===== src/sv/overcurrent_timeout_monitor_top_assert.svh =====
// Assertion macros for the overcurrent timeout monitor.
`ifndef OVERCURRENT_TIMEOUT_MONITOR_TOP_ASSERT_SVH
`define OVERCURRENT_TIMEOUT_MONITOR_TOP_ASSERT_SVH

// Same-cycle implication, disabled while reset is asserted.
`define OCTM_ASSERT_NOW(lbl, pre, post) \
  lbl: assert property (@(posedge clk_i) disable iff (!rst_ni) (pre) |-> (post)) \
    else $error("overcurrent monitor: same-cycle check failed");

// Next-cycle implication, disabled while reset is asserted.
`define OCTM_ASSERT_NEXT(lbl, pre, post) \
  lbl: assert property (@(posedge clk_i) disable iff (!rst_ni) (pre) |=> (post)) \
    else $error("overcurrent monitor: next-cycle check failed");

`endif


===== src/sv/octm_pkg.sv =====
// Shared types and constants of the overcurrent timeout monitor.
package octm_pkg;

  localparam int unsigned DEF_CHANNELS = 4;
  localparam int unsigned DEF_SAMPLES  = 10;

  localparam int unsigned CHAN_W    = 2;
  localparam int unsigned ADC_W     = 10;
  localparam int unsigned ELAPSED_W = 16;
  localparam int unsigned MASK_W    = 4;
  localparam int unsigned SUM_W     = 14;
  localparam int unsigned DUR_W     = 32;
  localparam int unsigned THR_W     = 16;
  localparam int unsigned INT_W     = 16;
  localparam int unsigned CFG_W     = 32;
  localparam int unsigned REG_IDX_W = 2;
  localparam int unsigned GAIN_W    = 16;
  localparam int unsigned PROD_W    = SUM_W + GAIN_W;
  localparam int unsigned MIN_ALU_W = DUR_W + 1;
  localparam int unsigned IN_DATA_W  = 32;
  localparam int unsigned OUT_DATA_W = 16;

  localparam logic [SUM_W-1:0]  SUM_MAX   = '1;
  localparam logic [GAIN_W-1:0] GAIN_UV   = GAIN_W'(50000);  // per converter LSB, scaled
  localparam int                OFFSET_MA = 25000;           // 2.5 V offset in mA

  localparam logic [REG_IDX_W-1:0] REG_THRESHOLD = 2'd0;
  localparam logic [REG_IDX_W-1:0] REG_TIMEOUT   = 2'd1;
  localparam logic [REG_IDX_W-1:0] REG_INTERVAL  = 2'd2;

  localparam logic OP_SAMPLE = 1'b0;
  localparam logic OP_TICK   = 1'b1;

  typedef enum logic [2:0] {
    ST_IDLE,
    ST_DECIDE,
    ST_ACCUM,
    ST_PROD,
    ST_CMP,
    ST_DUR,
    ST_HLT,
    ST_FINISH
  } state_e;

  typedef enum logic {
    ALU_ADD_SAT,
    ALU_LT
  } alu_op_e;

  typedef enum logic [2:0] {
    SEL_SINCE_INTERVAL,
    SEL_SINCE_ELAPSED,
    SEL_BOUND_PROD,
    SEL_DUR_SPAN,
    SEL_DUR_TIMEOUT
  } opsel_e;

  typedef struct packed {
    logic    ready;
    logic    load_item;
    alu_op_e op;
    opsel_e  sel;
    logic    sum_add;
    logic    since_add;
    logic    measure_start;
    logic    ok_wr;
    logic    dur_wr;
    logic    hlt_wr;
    logic    ch_next;
    logic    out_load;
  } ctrl_t;

  typedef struct packed {
    logic item_valid;
    logic is_tick;
    logic alu_lt;
    logic measuring;
    logic recheck;
    logic last_ch;
    logic out_free;
  } stat_t;

endpackage


===== src/sv/octm_alu.sv =====
// Shared saturating adder and signed comparator of the monitor.
module octm_alu #(
  parameter int unsigned AW = octm_pkg::MIN_ALU_W
) (
  input  octm_pkg::alu_op_e                op_i,
  input  logic signed [AW-1:0]             a_i,
  input  logic signed [AW-1:0]             b_i,
  output logic [octm_pkg::DUR_W-1:0]       res_o,
  output logic                             lt_o
);

  logic [octm_pkg::DUR_W:0] sum;

  assign sum = {1'b0, a_i[octm_pkg::DUR_W-1:0]} + {1'b0, b_i[octm_pkg::DUR_W-1:0]};

  always_comb begin
    res_o = '0;
    lt_o  = 1'b0;
    unique case (op_i)
      octm_pkg::ALU_ADD_SAT: begin
        res_o = sum[octm_pkg::DUR_W] ? '1 : sum[octm_pkg::DUR_W-1:0];
      end
      octm_pkg::ALU_LT: begin
        lt_o = (a_i < b_i);
      end
      default: begin
        res_o = '0;
      end
    endcase
  end

endmodule


===== src/sv/octm_ctrl.sv =====
// Sequencer that steps the shared unit through one item.
module octm_ctrl (
  input  logic            clk_i,
  input  logic            rst_ni,
  input  octm_pkg::stat_t stat_i,
  output octm_pkg::ctrl_t ctrl_o
);

  octm_pkg::state_e state_q, state_d;

  always_ff @(posedge clk_i or negedge rst_ni) begin
    if (!rst_ni) begin
      state_q <= octm_pkg::ST_IDLE;
    end else begin
      state_q <= state_d;
    end
  end

  always_comb begin
    state_d = state_q;
    ctrl_o  = '0;
    ctrl_o.op  = octm_pkg::ALU_LT;
    ctrl_o.sel = octm_pkg::SEL_SINCE_INTERVAL;
    unique case (state_q)
      octm_pkg::ST_IDLE: begin
        ctrl_o.ready = 1'b1;
        if (stat_i.item_valid) begin
          ctrl_o.load_item = 1'b1;
          state_d = octm_pkg::ST_DECIDE;
        end
      end
      octm_pkg::ST_DECIDE: begin
        if (!stat_i.is_tick) begin
          ctrl_o.sum_add = 1'b1;
          state_d = stat_i.recheck ? octm_pkg::ST_HLT : octm_pkg::ST_FINISH;
        end else if (stat_i.alu_lt) begin
          state_d = octm_pkg::ST_ACCUM;
        end else begin
          ctrl_o.measure_start = 1'b1;
          state_d = octm_pkg::ST_PROD;
        end
      end
      octm_pkg::ST_ACCUM: begin
        ctrl_o.op        = octm_pkg::ALU_ADD_SAT;
        ctrl_o.sel       = octm_pkg::SEL_SINCE_ELAPSED;
        ctrl_o.since_add = 1'b1;
        state_d = stat_i.recheck ? octm_pkg::ST_HLT : octm_pkg::ST_FINISH;
      end
      octm_pkg::ST_PROD: begin
        state_d = octm_pkg::ST_CMP;
      end
      octm_pkg::ST_CMP: begin
        ctrl_o.sel   = octm_pkg::SEL_BOUND_PROD;
        ctrl_o.ok_wr = 1'b1;
        state_d = octm_pkg::ST_DUR;
      end
      octm_pkg::ST_DUR: begin
        ctrl_o.op     = octm_pkg::ALU_ADD_SAT;
        ctrl_o.sel    = octm_pkg::SEL_DUR_SPAN;
        ctrl_o.dur_wr = 1'b1;
        state_d = octm_pkg::ST_HLT;
      end
      octm_pkg::ST_HLT: begin
        ctrl_o.sel    = octm_pkg::SEL_DUR_TIMEOUT;
        ctrl_o.hlt_wr = 1'b1;
        if (stat_i.last_ch) begin
          state_d = octm_pkg::ST_FINISH;
        end else begin
          ctrl_o.ch_next = 1'b1;
          state_d = stat_i.measuring ? octm_pkg::ST_PROD : octm_pkg::ST_HLT;
        end
      end
      octm_pkg::ST_FINISH: begin
        if (stat_i.out_free) begin
          ctrl_o.out_load = 1'b1;
          state_d = octm_pkg::ST_IDLE;
        end
      end
      default: begin
        state_d = octm_pkg::ST_IDLE;
      end
    endcase
  end

endmodule


===== src/sv/overcurrent_timeout_monitor_top.sv =====
// Top level of the multi-channel overcurrent timeout monitor.
//
// Multi-channel current monitor. A sample item (tuser 0) adds a 10-bit converter
// reading to its channel's sum, saturating at 16383; channels at or beyond
// CHANNELS are ignored. A tick item (tuser 1) either adds its elapsed milliseconds
// to the running time (saturating), or, once that time has reached the measure
// interval, runs a measurement and restarts the running time, the tick's own
// milliseconds being dropped. A measurement judges every channel exactly in
// integers (current_ok when 25000 - sum*50000/(1024*SAMPLES_PER_MEASURE) mA is
// below threshold), clears the duration of nominal channels, grows that of
// over-current channels by the running time (saturating) and clears the sums.
// Every item gives one result item: tdata[3:0] current-ok mask, tdata[7:4]
// healthy mask (duration below timeout), tdata[8] measured flag; only channels
// 0 to 3 appear. One sequencer drives a single saturating adder and
// comparator. A measuring tick steps each channel through product, compare,
// duration update and health compare. After a timeout_ms write the next item
// walks all channels once more for the health compare. A finished result waits
// in the output register without holding back the input side, except that a
// new result stalls until the previous one is taken. Configuration is a plain
// write port, index 0 threshold, 1 timeout, 2 measure interval; other indexes
// are ignored.
module overcurrent_timeout_monitor_top #(
  parameter int unsigned CHANNELS            = octm_pkg::DEF_CHANNELS,
  parameter int unsigned SAMPLES_PER_MEASURE = octm_pkg::DEF_SAMPLES
) (
  input  logic                                 clk_i,
  input  logic                                 rst_ni,
  // tdata: channel[1:0], adc_value[11:2], elapsed_ms[27:12], zero fill
  input  logic [octm_pkg::IN_DATA_W-1:0]       s_axis_tdata_i,
  // tuser: opcode
  input  logic                                 s_axis_tuser_i,
  input  logic                                 s_axis_tvalid_i,
  output logic                                 s_axis_tready_o,
  // tdata: current_ok_mask[3:0], healthy_mask[7:4], measured[8], zero fill
  output logic [octm_pkg::OUT_DATA_W-1:0]      m_axis_tdata_o,
  output logic                                 m_axis_tvalid_o,
  input  logic                                 m_axis_tready_i,
  input  logic                                 cfg_we_i,
  input  logic [octm_pkg::REG_IDX_W-1:0]       cfg_index_i,
  input  logic [octm_pkg::CFG_W-1:0]           cfg_data_i
);

  localparam int unsigned CW    = (CHANNELS > 1) ? $clog2(CHANNELS) : 1;
  localparam int unsigned SCALE = 1024 * SAMPLES_PER_MEASURE;
  localparam int unsigned KW    = $clog2(SCALE + 1);
  localparam int unsigned AW    = (18 + KW > octm_pkg::MIN_ALU_W) ? 18 + KW
                                                                   : octm_pkg::MIN_ALU_W;
  localparam logic signed [AW-1:0] KS = AW'(SCALE);

  // configuration
  logic [octm_pkg::THR_W-1:0] thr_q;
  logic [octm_pkg::DUR_W-1:0] timeout_q;
  logic [octm_pkg::INT_W-1:0] interval_q;
  logic                       recheck_q;

  // item latch
  logic                           is_tick_q;
  logic [octm_pkg::CHAN_W-1:0]    chan_q;
  logic [octm_pkg::ADC_W-1:0]     adc_q;
  logic [octm_pkg::ELAPSED_W-1:0] elapsed_q;

  // monitor state
  logic [octm_pkg::SUM_W-1:0] sum_q [CHANNELS];
  logic [octm_pkg::DUR_W-1:0] dur_q [CHANNELS];
  logic [CHANNELS-1:0]        ok_q;
  logic [CHANNELS-1:0]        healthy_q;
  logic [octm_pkg::DUR_W-1:0] since_q;
  logic [octm_pkg::DUR_W-1:0] span_q;
  logic                       meas_q;
  logic [CW-1:0]              ch_q;

  // datapath
  logic signed [AW-1:0]        bound_q, bound_d;
  logic signed [octm_pkg::THR_W:0] diff;
  logic [octm_pkg::PROD_W-1:0] prod_q, prod_d;
  logic [CW-1:0]               rd_idx;
  logic [octm_pkg::SUM_W-1:0]  sum_rd;
  logic [octm_pkg::SUM_W:0]    sum_inc;
  logic                        chan_ok;
  logic                        last_ch;

  logic signed [AW-1:0]        alu_a, alu_b;
  logic [octm_pkg::DUR_W-1:0]  alu_res;
  logic                        alu_lt;

  // output register
  logic                             out_valid_q;
  logic [octm_pkg::OUT_DATA_W-1:0]  out_data_q;
  logic [CHANNELS+octm_pkg::MASK_W-1:0] ok_ext, hlt_ext;

  octm_pkg::ctrl_t ctrl;
  octm_pkg::stat_t stat;

  assign last_ch = (ch_q == CW'(CHANNELS - 1));
  assign chan_ok = (int'(chan_q) < int'(CHANNELS));
  assign rd_idx  = ctrl.sum_add ? CW'(chan_q) : ch_q;
  assign sum_rd  = sum_q[rd_idx];
  assign sum_inc = {1'b0, sum_rd} + (octm_pkg::SUM_W + 1)'(adc_q);

  // Threshold bound: (25000 - threshold) * 1024 * S, compared against sum * 50000.
  assign diff    = $signed((octm_pkg::THR_W + 1)'(octm_pkg::OFFSET_MA))
                 - $signed({thr_q[octm_pkg::THR_W-1], thr_q});
  assign bound_d = AW'(AW'(diff) * KS);
  assign prod_d  = octm_pkg::PROD_W'(sum_rd) * octm_pkg::PROD_W'(octm_pkg::GAIN_UV);

  always_ff @(posedge clk_i) begin
    bound_q <= bound_d;
    prod_q  <= prod_d;
  end

  // operand selection for the shared unit
  always_comb begin
    alu_a = '0;
    alu_b = '0;
    unique case (ctrl.sel)
      octm_pkg::SEL_SINCE_INTERVAL: begin
        alu_a = AW'(since_q);
        alu_b = AW'(interval_q);
      end
      octm_pkg::SEL_SINCE_ELAPSED: begin
        alu_a = AW'(since_q);
        alu_b = AW'(elapsed_q);
      end
      octm_pkg::SEL_BOUND_PROD: begin
        alu_a = bound_q;
        alu_b = AW'(prod_q);
      end
      octm_pkg::SEL_DUR_SPAN: begin
        alu_a = AW'(dur_q[ch_q]);
        alu_b = AW'(span_q);
      end
      octm_pkg::SEL_DUR_TIMEOUT: begin
        alu_a = AW'(dur_q[ch_q]);
        alu_b = AW'(timeout_q);
      end
      default: begin
        alu_a = '0;
      end
    endcase
  end

  octm_alu #(
    .AW (AW)
  ) u_alu (
    .op_i  (ctrl.op),
    .a_i   (alu_a),
    .b_i   (alu_b),
    .res_o (alu_res),
    .lt_o  (alu_lt)
  );

  assign stat.item_valid = s_axis_tvalid_i;
  assign stat.is_tick    = is_tick_q;
  assign stat.alu_lt     = alu_lt;
  assign stat.measuring  = meas_q;
  assign stat.recheck    = recheck_q;
  assign stat.last_ch    = last_ch;
  assign stat.out_free   = !out_valid_q || m_axis_tready_i;

  octm_ctrl u_ctrl (
    .clk_i  (clk_i),
    .rst_ni (rst_ni),
    .stat_i (stat),
    .ctrl_o (ctrl)
  );

  assign s_axis_tready_o = ctrl.ready;

  // item latch, payload only
  always_ff @(posedge clk_i) begin
    if (ctrl.load_item) begin
      is_tick_q <= (s_axis_tuser_i == octm_pkg::OP_TICK);
      chan_q    <= s_axis_tdata_i[1:0];
      adc_q     <= s_axis_tdata_i[11:2];
      elapsed_q <= s_axis_tdata_i[27:12];
    end
  end

  // configuration registers; a new timeout forces a health recompute
  always_ff @(posedge clk_i or negedge rst_ni) begin
    if (!rst_ni) begin
      thr_q      <= '0;
      timeout_q  <= '0;
      interval_q <= '0;
      recheck_q  <= 1'b0;
    end else begin
      if (cfg_we_i) begin
        unique case (cfg_index_i)
          octm_pkg::REG_THRESHOLD: thr_q      <= cfg_data_i[octm_pkg::THR_W-1:0];
          octm_pkg::REG_TIMEOUT:   timeout_q  <= cfg_data_i;
          octm_pkg::REG_INTERVAL:  interval_q <= cfg_data_i[octm_pkg::INT_W-1:0];
          default: begin
          end
        endcase
      end
      if (cfg_we_i && cfg_index_i == octm_pkg::REG_TIMEOUT) begin
        recheck_q <= 1'b1;
      end else if (ctrl.hlt_wr && last_ch) begin
        recheck_q <= 1'b0;
      end
    end
  end

  // sequencer-driven state
  always_ff @(posedge clk_i or negedge rst_ni) begin
    if (!rst_ni) begin
      for (int c = 0; c < CHANNELS; c++) begin
        sum_q[c] <= '0;
        dur_q[c] <= '0;
      end
      ok_q      <= '0;
      healthy_q <= '0;
      since_q   <= '0;
      span_q    <= '0;
      meas_q    <= 1'b0;
      ch_q      <= '0;
    end else begin
      if (ctrl.load_item) begin
        meas_q <= 1'b0;
        ch_q   <= '0;
      end
      if (ctrl.ch_next) begin
        ch_q <= ch_q + CW'(1);
      end
      if (ctrl.sum_add && chan_ok) begin
        sum_q[rd_idx] <= sum_inc[octm_pkg::SUM_W] ? octm_pkg::SUM_MAX
                                                  : sum_inc[octm_pkg::SUM_W-1:0];
      end
      if (ctrl.since_add) begin
        since_q <= alu_res;
      end
      if (ctrl.measure_start) begin
        span_q  <= since_q;
        since_q <= '0;
        meas_q  <= 1'b1;
      end
      // the product of this channel's sum is already captured
      if (ctrl.ok_wr) begin
        ok_q[ch_q]  <= alu_lt;
        sum_q[ch_q] <= '0;
      end
      if (ctrl.dur_wr) begin
        dur_q[ch_q] <= ok_q[ch_q] ? '0 : alu_res;
      end
      if (ctrl.hlt_wr) begin
        healthy_q[ch_q] <= alu_lt;
      end
    end
  end

  // result register
  assign ok_ext  = {{octm_pkg::MASK_W{1'b0}}, ok_q};
  assign hlt_ext = {{octm_pkg::MASK_W{1'b0}}, healthy_q};

  always_ff @(posedge clk_i or negedge rst_ni) begin
    if (!rst_ni) begin
      out_valid_q <= 1'b0;
    end else if (ctrl.out_load) begin
      out_valid_q <= 1'b1;
    end else if (m_axis_tready_i) begin
      out_valid_q <= 1'b0;
    end
  end

  always_ff @(posedge clk_i) begin
    if (ctrl.out_load) begin
      out_data_q <= {7'b0, meas_q, hlt_ext[octm_pkg::MASK_W-1:0],
                     ok_ext[octm_pkg::MASK_W-1:0]};
    end
  end

  assign m_axis_tvalid_o = out_valid_q;
  assign m_axis_tdata_o  = out_data_q;

`include "overcurrent_timeout_monitor_top_assert.svh"

  // only tick items move the running time
  `OCTM_ASSERT_NOW(a_since_tick_only, ctrl.since_add || ctrl.measure_start, is_tick_q)
  // a measurement restarts the running time
  `OCTM_ASSERT_NEXT(a_since_restart, ctrl.measure_start, since_q == '0)
  // a channel within threshold carries no over-current duration
  `OCTM_ASSERT_NOW(a_ok_zero_dur, ctrl.hlt_wr && ok_q[ch_q], dur_q[ch_q] == '0)

endmodule

===== config.mk =====
export PLATFORM = sky130hd
export DESIGN_NAME = overcurrent_timeout_monitor_top
export DESIGN_NICKNAME = d
export VERILOG_FILES = /design/src/sv/octm_pkg.sv /design/src/sv/octm_alu.sv /design/src/sv/octm_ctrl.sv /design/src/sv/overcurrent_timeout_monitor_top.sv
export VERILOG_INCLUDE_DIRS = /design/src /design/src/sv
export SDC_FILE = /design/constraint.sdc
export NUM_CORES = 1
export LEC_CHECK = 0
export BUFFER_PORTS_ARGS = -buffer_cell sky130_fd_sc_hd__buf_2
export CAP_MARGIN = 20
export CORE_ASPECT_RATIO = 0.6
export CORE_MARGIN = 10
export CORE_UTILIZATION = 35
export CTS_BUF_LIST = sky130_fd_sc_hd__clkbuf_8
export DETAILED_ROUTE_END_ITERATION = 8
export GPL_ROUTABILITY_DRIVEN = 0
export PLACE_DENSITY_LB_ADDON = 0.12
export SYNTH_ARGS = -nofsm -noshare
export SYNTH_HDL_FRONTEND = slang
export SYNTH_SLANG_ARGS = --single-unit

===== constraint.sdc =====
create_clock -name clk_i -period 6.7 [get_ports clk_i]
set_clock_uncertainty 0.15 [all_clocks]
set_input_delay 1.675 -clock clk_i [delete_from_list [all_inputs] [get_ports clk_i]]
set_output_delay 1.675 -clock clk_i [all_outputs]
set_load 0.01 [all_outputs]

# Word level (Yosys, flattened, before mapping)

Index checks and enable logic that the tools add are counted.

Add/subtract/negate cells: 4
$mul: 2
Magnitude comparators: 7
Eq/ne operators: 16
Muxes and demuxes: 63
Bitwise logic cells: 4
Reductions and logical operators: 22

Operators with widths:

| kind                     | number |
|---|---|
| $mux W32                 | 8 |
| $pmux W32 S5             | 1 |
| $bwmux W128              | 1 |
| $mux W56                 | 2 |
| $pmux W33 S3             | 1 |
| $mux W14                 | 5 |
| $bmux W32 S2             | 1 |
| $demux W32 S2            | 1 |
| $and A56 B56 Y56         | 1 |
| $bwmux W56               | 1 |
| $demux W14 S2            | 2 |
| $not A56 Y56             | 1 |
| $add A32 B32 Y33         | 1 |
| $lt A33 B33 Y1           | 1 |
| $bmux W14 S2             | 1 |
| $mul A14 B12 Y26 const B | 1 |
| $pmux W3 S8              | 1 |
| $mux W1                  | 23 |
| $mul A17 B4 Y21 const B  | 1 |
| $sub A16 B16 Y17 const A | 1 |
| $add A14 B10 Y15         | 1 |
| $eq A3 B3 Y1 const B     | 5 |
| $mux W3                  | 5 |
| $eq A3 B2 Y1 const B     | 4 |
| other kinds (23)         | 48 |

Register bits: 414
Input bits: 72
Output and inout bits: 18
Logic and storage cells: 145

# Logic depth before layout (Yosys ltp)

Depth in word-level cells: 13
Gate-level depth with buffers: 27
Depth with buffers taken out: 25

# By module

Synthesis repeated with hierarchy kept, for this count alone.

Cell total of the unflattened synthesis: 2483
Area total of the unflattened synthesis: 25094.1 um2

By module, submodules not included:

| module                          | times used | cells each | area each (um2) | sequential area each (um2) |
|---|---|---|---|---|
| overcurrent_timeout_monitor_top | 1          | 2050       | 22107.5         | 10214.8 |
| octm_alu                        | 1          | 394        | 2691.3          | 0.0 |
| octm_ctrl                       | 1          | 39         | 295.3           | 75.1 |

# Least setup slack after synthesis

No wires, ideal clock.

Path type: reg-to-reg
From: register u_ctrl.state_q[1]
To: register prod_q[27] (netlist name)
Library setup time: 0.072 ns
Arrival: 6.664 ns
Data required time: 6.478 ns
Path slack: -0.187 ns
Cell stages (with the launch flop): 27
Path buffers: 3
Clock period less this slack: 6.887 ns
Cell sequence: dfrtp_1 inv_1 ha_1 or3b_1 buf_2 mux2i_4 clkbuf_1 clkbuf_1 nand2_1 a31oi_1 ha_1 ha_1 inv_1 fa_1 inv_1 fa_1 inv_1 fa_1 inv_1 ha_1 a21oi_1 o21ai_0 or4_4 a311oi_4 nor2_2 o41ai_2 xnor2_1

Word-level cells in the longest chain between the ends: 8

Ends and longest elaborated chain:

| element                                     | RTL line                               | source |
|---|---|---|
| start, declared                             | octm_ctrl.sv:9                         | `octm_pkg::state_e state_q, state_d;` |
| start signal, assigned                      | octm_ctrl.sv:13                        | `state_q <= octm_pkg::ST_IDLE;` |
| start signal, assigned                      | octm_ctrl.sv:15                        | `state_q <= state_d;` |
| $eq A3 B1 Y1                                | octm_ctrl.sv:24                        | `unique case (state_q)` |
| $mux W1                                     | octm_ctrl.sv:24                        |  |
| $mux W2                                     | overcurrent_timeout_monitor_top.sv:96  | `assign rd_idx = ctrl.sum_add ? CW'(chan_q) : ch_q;` |
| $not A2 Y3 (implied by the code)            | overcurrent_timeout_monitor_top.sv:97  | `assign sum_rd = sum_q[rd_idx];` |
| $bmux W14 S2                                | overcurrent_timeout_monitor_top.sv:97  |  |
| $mux W14 (implied by the code) (2 in a row) | overcurrent_timeout_monitor_top.sv:97  |  |
| $mul A14 B12 Y26                            | overcurrent_timeout_monitor_top.sv:104 | `assign prod_d = octm_pkg::PROD_W'(sum_rd) * octm_pkg::PROD_W'(octm_pkg::GAIN_UV);` |
| net prod_d, one bit                         | overcurrent_timeout_monitor_top.sv:75  | `logic [octm_pkg::PROD_W-1:0] prod_q, prod_d;` |
| end signal, assigned                        | overcurrent_timeout_monitor_top.sv:108 | `prod_q <= prod_d;` |
| end, declared                               | overcurrent_timeout_monitor_top.sv:75  |  |

The timed path passes the listed nets, and every way through them passes these cells. The select of a mux whose other input is x is not followed.
A chain may end at the register's enable or synchronous reset.

# Worst setup path after layout

From: register u_ctrl.state_q[1]
To: register prod_q[29] (netlist name)

The elaborated chain is that of the path after synthesis.

==> impl_metrics.csv <==
group,metric,value,unit
status,status,"finished clean",
synthesis,syn-cell-area,24400,um2
floorplan,die_height,224,um
finish,final_util,0.418,
run,drv_cap,0,
sta,fmax,0.153,GHz
floorplan,core-area,68500,um2
route,viasPerCell,5.47,
route,drtPass1Iterations,9,
clocking,hold_buffers,0,
clocking,numCtsBuffers,67,
worst_setup_path,cp.required,7.15,ns
global_route,grt_pass1_vias,19160,
sta,fin_crit,6.53,ns
placed_design,dp_hpwl,57.2,mm
sta,rsz0062_at_grt,"yes",
min_path,hold_class,"reg -> reg",
global_route,track_usage,0.188,
synthesis,yosys_warnings,0,
floorplan,io_pins,90,
floorplan,start_util,0.356,
worst_setup_path,worstPathMaxFanout,7,
synthesis,avgSynthCellArea,10.4,um2
finish,nFillCells,6643,
route,ant_nets,0,
sta,finalSetupViolCount,0,
route,drc,0,
global_route,grt_pass1_wl,118,mm
clocking,cts.sinks,413,
clocking,cts-htree-levels,3,
finish,nNetsFinal,2857,
sta,slew_headroom,0.263,
finish,seqCellArea,10300,um2
clocking,clk_latency,0.68,ns
worst_setup_path,path_class,"reg -> reg",
worst_setup_path,endpoint_kind,"flip-flop",
sta,period_share,0.975,
clocking,cts.clk_slew.worst_paths,0.07,ns
sta,tns,0,ns
finish,syn2layout_area_growth,17.5,%
floorplan,die_w,361,um
clocking,cts_tree,"done",
sta,final_max_slew_viol_count,0,
synthesis,ys_ff_latch,413,
route,wl_per_cell,22.0,um
synthesis,synthArstFlopShare,0.794,
floorplan,die-area,81000,um2
finish,multi_input_area,13600,um2
global_route,overflow,0,
floorplan,std_cell_rows,74,
route,routed_wl,77.1,mm
placed_design,port_buffers,78,
finish,drive_above_1_share,0.224,
global_route,antenna_found_initial,2,
synthesis,synthCells,2353,
synthesis,ys.flop_type,"dfrtp_1",
global_route,grt_max_degree,128,
route,num_vias,19180,
sta,hold_viol,0,
sta,worstMarginPinSlew,1.10,ns
route,drtIter0Drc,1886,
synthesis,synth_edf_count,38,
clocking,cts_buffer_depth,3,
clocking,cts-root-buf,"clkbuf_8",
worst_setup_path,arrival,6.98,ns
synthesis,synth.distinct_cells,94,
worst_setup_path,cp-start-kind,"flip-flop",
synthesis,synth-seq-area-share,0.422,
## per-layer routing
metal,GRT usage,share of wire
met3,0.0510,0.080
met4,0.0432,0.019
met1,0.287,0.51
met2,0.257,0.39
met5,0,0.00019
## registers in the layout (all words and copies together) (netlist names), 10 cells and up
register	cells
since_q	32
bound_q	21
thr_q	16
dur_q	128
timeout_q	32
span_q	32
interval_q	16
prod_q	26
sum_q	56
adc_q	10
elapsed_q	16
## synthesized netlist by cell type, types with 39 or more instances
cell type	instances	area, um2
nor2_1	161	604
fa_1	39	781
a21oi_1	114	571
clkbuf_1	84	315
nand2_1	206	773
ha_1	207	2590
a22o_1	55	482
dfxtp_1	47	941
o21ai_0	158	791
a211oi_1	59	443
inv_1	175	657
mux2_2	97	1090
xnor2_1	52	455
dfrtp_1	328	8210
## cells by family after synthesis
| kind of cell | share of synthesized area |
|---|---|
| other | 0.000154 |
| DFF | 0.422 |
| and+or+nand+nor | 0.108 |
| muxes | 0.0830 |
| buffers and inverters | 0.0489 |
| xor gates and xnor gates | 0.0266 |
| adders and majority gates | 0.138 |
| AOI/OAI and AO/OA | 0.173 |
## layout make-up
type                       count  area share
multi-input combinational   1653       0.473
sequential                   413       0.359
timing repair buffer         228      0.0581
tap                          912      0.0398
clock buffer                  79      0.0379
inverter                     176      0.0231
clock inverter                44     0.00869
antenna                        1   0.0000873
## worst max-delay path, cell delays in order, from the launching register on
cell and delay, ns:
dfrtp_1 0.39, inv_2 0.08, ha_4 0.13, or3b_4 0.41
buf_8 0.15, mux2i_4 0.19, buf_6 0.17, buf_12 0.13
buf_8 0.12, a31oi_4 0.38, buf_6 0.16, ha_2 0.18
ha_4 0.15, fa_1 0.42, ha_1 0.29, inv_1 0.05
fa_1 0.50, inv_2 0.05, ha_4 0.21, nor2b_4 0.12
o31a_1 0.33, o21ba_4 0.24, or4_4 0.53, a311oi_4 0.39
buf_4 0.18, o41ai_2 0.08, a21oi_1 0.18, xnor2_1 0.13
## timing repair
action | 4_1_cts | 5_1_grt
buffers inserted | 12 | 9
endpoints found under the setup margin | 5 | 7
resized for setup | 42 | 66
pin swaps | 17 | 42
cloned | 0 | 0
## layout by cell type, fill, tap and decap left out, types with 55 or more instances in the layout
| cell | n |
|---|---|
| ha_1 | 176 |
| dfrtp_1 | 326 |
| inv_1 | 195 |
| buf_4 | 126 |
| buf_2 | 77 |
| nor2_1 | 160 |
| o21ai_0 | 156 |
| nand2_1 | 204 |
| a22o_1 | 55 |
| clkbuf_8 | 79 |
| mux2_2 | 96 |
| a21oi_1 | 112 |
## per-stage QoR
step | hold slack, ns | instances | setup slack (ns) | area, um2
5_1_grt | 0.293 | 3505 | -0.0625 | 28700
3_5_place_dp | 0.279 | 3360 | -0.276 | 26500
2_1_floorplan | 0.240 | 2359 | 0.0353 | 24400
3_3_place_gp | 0.270 | 3360 | -0.220 | 26500
6_report | 0.272 | 3506 | 0.168 | 28700
4_1_cts | 0.261 | 3494 | 0.00118 | 28200
## worst paths after layout
kind,end,from,slack [ns],depth (start not counted)
setup / recovery,prod_q[29],u_ctrl.state_q[1],0.17,27
hold / removal,bound_q[11],thr_q[0],0.27,0
setup reg to reg,prod_q[29],u_ctrl.state_q[1],0.17,27
hold reg to reg,bound_q[11],thr_q[0],0.27,0
max in group asynchronous,dur_q[45],rst_ni,4.43,2
min in group asynchronous,timeout_q[6],rst_ni,0.80,1
Power is not shown: default switching activity piles up to over one toggle a cycle in this logic, so the estimate is an artifact.
